## config.mk

```make
export PLATFORM = sky130hd
export DESIGN_NAME = ip_range_trigger_table
export DESIGN_NICKNAME = d
export VERILOG_FILES = /design/src/rtl/ipr_pkg.sv /design/src/rtl/ipr_cell.sv /design/src/rtl/ip_range_trigger_table.sv
export SDC_FILE = /design/constraint.sdc
export NUM_CORES = 2
export LEC_CHECK = 0
export BUFFER_PORTS_ARGS = -buffer_cell sky130_fd_sc_hd__buf_4
export CAP_MARGIN = 10
export CORE_MARGIN = 1.5
export CORE_UTILIZATION = 45
export DETAILED_ROUTE_END_ITERATION = 8
export GPL_TIMING_DRIVEN = 0
export HOLD_SLACK_MARGIN = 0.05
export PLACE_DENSITY = 0.6
export SLEW_MARGIN = 20
export SYNTH_ARGS = -nofsm -noshare
export SYNTH_HDL_FRONTEND = slang
export SYNTH_SLANG_ARGS = --single-unit
```

## constraint.sdc

```tcl
create_clock -name clock -period 43.1 [get_ports clock]
set_clock_uncertainty 0.15 [all_clocks]
set_input_delay 2.155 -clock clock [delete_from_list [all_inputs] [get_ports clock]]
set_output_delay 2.155 -clock clock [all_outputs]
set_load 0.01 [all_outputs]
```

## src/rtl/ipr_pkg.sv

```systemverilog
`timescale 1ns / 1ps
`default_nettype none
// ----------------------------------------------------------------------------
// ipr_pkg - shared types and codes of the IP range trigger table
// Request and result payloads, entry status codes, mode codes and the
// carry record that moves from cell to cell along the chain.
// ----------------------------------------------------------------------------
package ipr_pkg;

   localparam logic [2:0] MODE_LOOKUP  = 3'd0;
   localparam logic [2:0] MODE_ADD     = 3'd1;
   localparam logic [2:0] MODE_CLEAR   = 3'd2;
   localparam logic [2:0] MODE_ARM     = 3'd3;
   localparam logic [2:0] MODE_DISARM  = 3'd4;
   localparam logic [2:0] MODE_QUERY   = 3'd5;

   // register index, taken from paddr[2]
   localparam logic REG_IDX_OWN_ADDRESS = 1'b0;

   localparam int TAG_WIDTH  = 16;
   localparam int ADDR_WIDTH = 32;

   typedef enum logic [1:0] {
      ST_OFF       = 2'd0,
      ST_ARMED     = 2'd1,
      ST_TRIGGERED = 2'd2
   } status_type;

   typedef struct packed {
      logic [2:0]            mode;
      logic [ADDR_WIDTH-1:0] src_addr;
      logic [ADDR_WIDTH-1:0] dst_addr;
      logic [ADDR_WIDTH-1:0] src_low;
      logic [ADDR_WIDTH-1:0] src_high;
      logic [ADDR_WIDTH-1:0] dst_low;
      logic [ADDR_WIDTH-1:0] dst_high;
      logic [TAG_WIDTH-1:0]  tag;
   } req_type;

   typedef struct packed {
      logic                 hit;
      logic                 newly_triggered;
      logic                 query_found;
      logic [TAG_WIDTH-1:0] query_tag;
      logic                 add_rejected;
   } rsp_type;

   // state of one transfer as it walks the chain
   typedef struct packed {
      logic                 done;
      logic                 newly;
      logic [TAG_WIDTH-1:0] qtag;
   } carry_type;

endpackage
`default_nettype wire

```

## src/rtl/ipr_cell.sv

```systemverilog
`timescale 1ns / 1ps
`default_nettype none
// ----------------------------------------------------------------------------
// ipr_cell - one trigger entry of the chain
// Holds one entry and its status. When the token reaches it, applies the
// current command to its entry and hands token and carry to the next cell.
// ----------------------------------------------------------------------------
module ipr_cell
   import ipr_pkg::*;
(
   input  wire logic      clock,
   input  wire logic      reset,
   input  wire req_type   cmd,
   input  wire logic      tok_in,
   input  wire carry_type carry_in,
   output logic           tok_out,
   output carry_type      carry_out
);

   logic                  used_ff, used_in;
   status_type            status_ff, status_in;
   logic [ADDR_WIDTH-1:0] src_low_ff, src_high_ff, dst_low_ff, dst_high_ff;
   logic [TAG_WIDTH-1:0]  tag_ff;
   logic                  load;
   logic                  tok_ff;
   carry_type             carry_ff, carry_in_c;
   logic                  in_range;
   logic                  tag_match;

   assign in_range = (cmd.src_addr >= src_low_ff) && (cmd.src_addr <= src_high_ff) &&
                     (cmd.dst_addr >= dst_low_ff) && (cmd.dst_addr <= dst_high_ff);
   assign tag_match = used_ff && (tag_ff == cmd.tag);

   always_comb begin
      used_in    = used_ff;
      status_in  = status_ff;
      load       = 1'b0;
      carry_in_c = carry_in;
      if (tok_in) begin
         unique case (cmd.mode)
            MODE_LOOKUP: begin
               if (!carry_in.done && used_ff && status_ff != ST_OFF && in_range) begin
                  carry_in_c.done = 1'b1;
                  if (status_ff == ST_ARMED) begin
                     status_in        = ST_TRIGGERED;
                     carry_in_c.newly = 1'b1;
                  end
               end
            end
            MODE_ADD: begin
               // first free cell takes the entry
               if (!carry_in.done && !used_ff) begin
                  load            = 1'b1;
                  used_in         = 1'b1;
                  status_in       = ST_ARMED;
                  carry_in_c.done = 1'b1;
               end
            end
            MODE_CLEAR: begin
               used_in   = 1'b0;
               status_in = ST_OFF;
            end
            MODE_ARM: begin
               if (tag_match) begin
                  status_in = ST_ARMED;
               end
            end
            MODE_DISARM: begin
               if (tag_match) begin
                  status_in = ST_OFF;
               end
            end
            MODE_QUERY: begin
               if (!carry_in.done && used_ff && status_ff == ST_TRIGGERED) begin
                  carry_in_c.done = 1'b1;
                  carry_in_c.qtag = tag_ff;
               end
            end
            default: begin
            end
         endcase
      end
   end

   always_ff @(posedge clock) begin
      if (reset) begin
         used_ff   <= 1'b0;
         status_ff <= ST_OFF;
         tok_ff    <= 1'b0;
      end else begin
         used_ff   <= used_in;
         status_ff <= status_in;
         tok_ff    <= tok_in;
      end
   end

   always_ff @(posedge clock) begin
      carry_ff <= carry_in_c;
      if (load) begin
         src_low_ff  <= cmd.src_low;
         src_high_ff <= cmd.src_high;
         dst_low_ff  <= cmd.dst_low;
         dst_high_ff <= cmd.dst_high;
         tag_ff      <= cmd.tag;
      end
   end

   assign tok_out   = tok_ff;
   assign carry_out = carry_ff;

endmodule
`default_nettype wire

```

## src/rtl/ip_range_trigger_table.sv

```systemverilog
`timescale 1ns / 1ps
`default_nettype none
// ----------------------------------------------------------------------------
// ip_range_trigger_table - range trigger table, top level
// A chain of ENTRIES entry cells with a command register and an APB-style
// register port for the bridge's own address.
// ----------------------------------------------------------------------------
// Each command (lookup, add, clear, arm, disarm, query) is taken when start
// is high and busy is low, and gives exactly one result: the command is
// registered and the token enters the first cell in the cycle after the
// transfer, walks one entry cell per cycle carrying the first-match state,
// and then rsp_strobe is high for one cycle. busy rises with the registered
// command and stays high through the strobe cycle, so a new command can start
// only once the last result is out. Results are shown for that single strobe
// cycle; the receiver must take them then.
// Entries are kept in insertion order, first free cell first; a lookup or
// query reports the lowest-order matching entry.
// ----------------------------------------------------------------------------
module ip_range_trigger_table
   import ipr_pkg::*;
#(
   parameter int ENTRIES = 8
) (
   input  wire logic        clock,
   input  wire logic        reset,
   input  wire logic        start,
   output logic             busy,
   input  wire req_type     req_data,
   output logic             rsp_strobe,
   output rsp_type          rsp_data,
   input  wire logic        psel,
   input  wire logic        penable,
   input  wire logic        pwrite,
   input  wire logic [2:0]  paddr,
   input  wire logic [31:0] pwdata,
   output logic [31:0]      prdata,
   output logic             pready
);

   logic            busy_ff, busy_in;
   logic            go_ff;
   req_type         cmd_ff;
   logic            own_match_ff;
   logic [31:0]     own_addr_ff;
   logic            accept;
   logic            csr_write;
   logic            tok   [0:ENTRIES];
   carry_type       carry [0:ENTRIES];
   logic [ENTRIES-1:0] tok_vec;

   assign accept    = start && !busy_ff;
   assign csr_write = psel && penable && pwrite && pready;
   assign pready    = 1'b1;
   assign prdata    = (paddr[2] == REG_IDX_OWN_ADDRESS) ? own_addr_ff : 32'd0;
   assign busy      = busy_ff;

   always_comb begin
      busy_in = busy_ff;
      if (accept) begin
         busy_in = 1'b1;
      end else if (tok[ENTRIES]) begin
         busy_in = 1'b0;
      end
   end

   always_ff @(posedge clock) begin
      if (reset) begin
         busy_ff     <= 1'b0;
         go_ff       <= 1'b0;
         own_addr_ff <= 32'd0;
      end else begin
         busy_ff <= busy_in;
         go_ff   <= accept;
         if (csr_write && paddr[2] == REG_IDX_OWN_ADDRESS) begin
            own_addr_ff <= pwdata;
         end
      end
   end

   always_ff @(posedge clock) begin
      if (accept) begin
         cmd_ff       <= req_data;
         own_match_ff <= (req_data.dst_addr == own_addr_ff);
      end
   end

   // a lookup to the bridge itself enters the chain already settled
   assign tok[0]         = go_ff;
   assign carry[0].done  = (cmd_ff.mode == MODE_LOOKUP) && own_match_ff;
   assign carry[0].newly = 1'b0;
   assign carry[0].qtag  = '0;

   for (genvar i = 0; i < ENTRIES; i++) begin : g_cell
      ipr_cell u_cell (
         .clock     (clock),
         .reset     (reset),
         .cmd       (cmd_ff),
         .tok_in    (tok[i]),
         .carry_in  (carry[i]),
         .tok_out   (tok[i+1]),
         .carry_out (carry[i+1])
      );
      assign tok_vec[i] = tok[i+1];
   end

   assign rsp_strobe = tok[ENTRIES];

   always_comb begin
      rsp_data = '0;
      if (tok[ENTRIES]) begin
         unique case (cmd_ff.mode)
            MODE_LOOKUP: begin
               rsp_data.hit             = carry[ENTRIES].done && !own_match_ff;
               rsp_data.newly_triggered = carry[ENTRIES].newly;
            end
            MODE_ADD: begin
               rsp_data.add_rejected = !carry[ENTRIES].done;
            end
            MODE_QUERY: begin
               rsp_data.query_found = carry[ENTRIES].done;
               rsp_data.query_tag   = carry[ENTRIES].qtag;
            end
            default: begin
            end
         endcase
      end
   end

   // only one command walks the chain at a time
   assert property (@(posedge clock) disable iff (reset) $onehot0({go_ff, tok_vec}))
      else $error("more than one token in the chain");

   assert property (@(posedge clock) disable iff (reset) rsp_strobe |-> busy)
      else $error("result strobe outside a busy command");

   assert property (@(posedge clock) disable iff (reset) rsp_strobe |=> !busy)
      else $error("busy held after the result transfer");

   assert property (@(posedge clock) disable iff (reset) (start && !busy) |=> (busy && go_ff))
      else $error("accepted command did not enter the chain");

endmodule
`default_nettype wire
```

==> out/metrics.cfg <==
[setup_path]
cp-end-kind=primary output
start_kind=flop
critPathLaunch=cmd_ff[209]
crit_type=reg2out
cp-endpoint=rsp_data[19]
crit_fanout=10
cp.arrival_ps=3710
r2r-end=g_cell[1].u_cell.carry_out[17]
ff2ff_path_depth=8
r2r_start=cmd_ff[155]
ff2ff_setup_slack_ps=37910
cp.required_ps=40790

[drt]
wl_per_cell_microns=23.0
dr_total_vias=48000
first_pass_iters=6
postRouteAntennaNets=0
wirelength_microns=205000
drc_errors=0
via_per_inst=5.39
drt_iter0_markers=4072

[place]
place_ws_ps=37780
post_dp_cell_area_sq_um=82600
hpwl_microns=152000
port_buffers=302
dpl.cell_count=8591
gp_congestion=0.921

[logic_synthesis]
yosysTopAreaCellShare_pct=53.8
syn_inst=5930
yosys_warnings=0
synth_cell_types=75
async_flop_share_pct=0
synth-seq-area-share_pct=59.4
synth-edff-count=1364
synth_ff_type=edfxtp_1
netlist_top_cells_area=edfxtp_1 (54%), ha_1 (17%), dfxtp_1 (5.5%)
yosysTopAreaCell=edfxtp_1
synth_seq_cells=1574
syn_nets=7206
netlist_area_sq_um=76100
avgSynthCellArea_sq_um=12.8

[die]
die_area_sq_um=172000
chipWidth_microns=414
die_y_microns=414
io_pins=307
core_area_sq_um=168000
rows=150
start_util_pct=45.4

[global_route]
grt_max_degree=86
grt_pass1_vias=46800
grt_pass1_wl_microns=301000
grt_overflow=0
antenna_found_initial=6
track_usage_pct=23.7

[cts]
numCtsBuffers=173
post-cts-setup-buffers=0
ctsHoldBuffers=0
cts_max_level=4
clk_pin_slew_worst_paths_ps=60
clock_sinks=1574
clock_latency_ps=830
tritoncts=built
cts_root_buf=clkbuf_16
cts_buffer_depth=3
ctsResizeCount=0

[sta]
fin_crit_ps=6010
tns_ps=0
rsz0062_at_grt=no
slew_headroom_pct=21.2
slew_violations=0
worst_slack_ps=37090
setup_viol=0
tightest_slew_ps=1180
whs_ps=275
hold_viol=0
fmaxAchievable_mhz=166
period_share_pct=14.0

[worst_hold_path]
hold_depth=1
min_path_type=reg2reg

[power_and_ir_drop]
p_per_area_nw_per_um2=38.0
p_leak_uw=0.0382
max-vdd-ir-drop_mv=0.0382

[job]
cap_viol_max_count=0

[run_status]
status=complete, no violations

[finish]
drive_gt1_share_pct=12.9
design_area_sq_um=88100
syn2layout_area_growth_pct=15.8
fin_cells=8911
fin_nets=7840

-- stage by stage --
stage	util [%]	total power, uW
4_1_cts	52.5	3380
5_1_grt	52.6	3460
3_3_place_gp	48.4	1950
3_5_place_dp	49.3	1950
2_1_floorplan	-	1840
6_report	52.6	3350
-- layer usage --
metal / wire length, microns / vias to the layer above / global-route usage (%)
met2: 94200 / 1250 / 38.0
met4: 7230 / 0 / 8.51
met5: 0 / - / 0
met1: 92300 / 23700 / 32.8
met3: 11600 / 301 / 3.60
li1: - / 22800 / -
-- power by group --
part | internal (uW) | switching (uW) | total, uW
sequential | 1680 | 57.3 | 1740
clock | 819 | 614 | 1430
combinational | 78.3 | 106 | 184
-- cell usage in the layout, fill, tap and decap left out, types with 74 or more instances in the layout --
cell       instances
nand3_1           74
nor2b_1           88
a21oi_1          406
xnor2_1          109
buf_4            359
buf_2             87
dfxtp_1          210
clkbuf_1          88
mux2_2           112
nand4_1          195
inv_1           1020
o21ai_0          155
clkbuf_16        175
ha_1            1024
nor2_1           126
a21o_1           181
edfxtp_1        1364
nand2_1          275
-- area by class of cell --
type                       instances  area [sq um]
antenna                            4          10.0
buffer                            61           258
clock buffer                     230          4650
clock inverter                    84           788
fill                           14200         79500
inverter                        1021          3840
multi-input combinational       3274         27000
sequential                      1574         45200
tap                             2204          2760
timing repair buffer             459          3680
-- worst min-delay path by stage --
| stage | endpoint | startpoint | slack, ps |
|---|---|---|---|
| 5_1_grt | g_cell[1].u_cell.carry_out[16] | g_cell[0].u_cell.carry_out[16] | 280 |
| 6_report | g_cell[1].u_cell.carry_out[16] | g_cell[0].u_cell.carry_out[16] | 270 |
| 2_1_floorplan | g_cell[7].u_cell.carry_out[16] | g_cell[6].u_cell.carry_out[16] | 230 |
| 3_3_place_gp | g_cell[1].u_cell.carry_out[16] | g_cell[0].u_cell.carry_out[16] | 250 |
| 4_1_cts | g_cell[3].u_cell.carry_out[16] | g_cell[2].u_cell.carry_out[16] | 270 |
| 3_5_place_dp | g_cell[1].u_cell.carry_out[16] | g_cell[0].u_cell.carry_out[16] | 260 |
-- cells in the mapped netlist, types with 51 or more instances --
cell / instances
xnor2_1: 109
mux2_2: 112
xor2_1: 51
a21o_1: 181
nor2_1: 128
dfxtp_1: 210
a21oi_1: 406
nand2_1: 275
inv_1: 1021
nand3_1: 74
nor2b_1: 88
nand4_1: 195
o21ai_0: 158
edfxtp_1: 1364
ha_1: 1024
-- flip-flops by register name, indices dropped and copies added, names as in the netlist, 8 cells and up --
signal                     flops
cmd_ff                       211
g_cell.u_cell.carry_out      144
g_cell.u_cell.dst_high_ff    256
g_cell.u_cell.dst_low_ff     256
g_cell.u_cell.src_high_ff    256
g_cell.u_cell.src_low_ff     256
g_cell.u_cell.status_ff       16
g_cell.u_cell.tag_ff         128
g_cell.u_cell.tok_out          8
g_cell.u_cell.used_ff          8
own_addr_ff                   32
-- worst max-delay path, stage by stage, from the launching register on --
cell and delay (ps):
edfxtp_1 530, buf_2 240, nor3_1 660, clkbuf_1 500, clkbuf_1 530, and4b_1 300
buf_4 120
-- logic make-up after synthesis --
logic type / synth area share (%)
flip-flops: 59.4
multiplexers: 1.74
buffers and inverters: 5.37
XOR/XNOR: 1.84
AND/OR/NAND/NOR: 6.82
adder cells (fa/ha/maj): 16.8
AO/OA/AOI/OAI: 8.02
other: 0.00493
No activity file was read; power rests on OpenSTA's default activity.
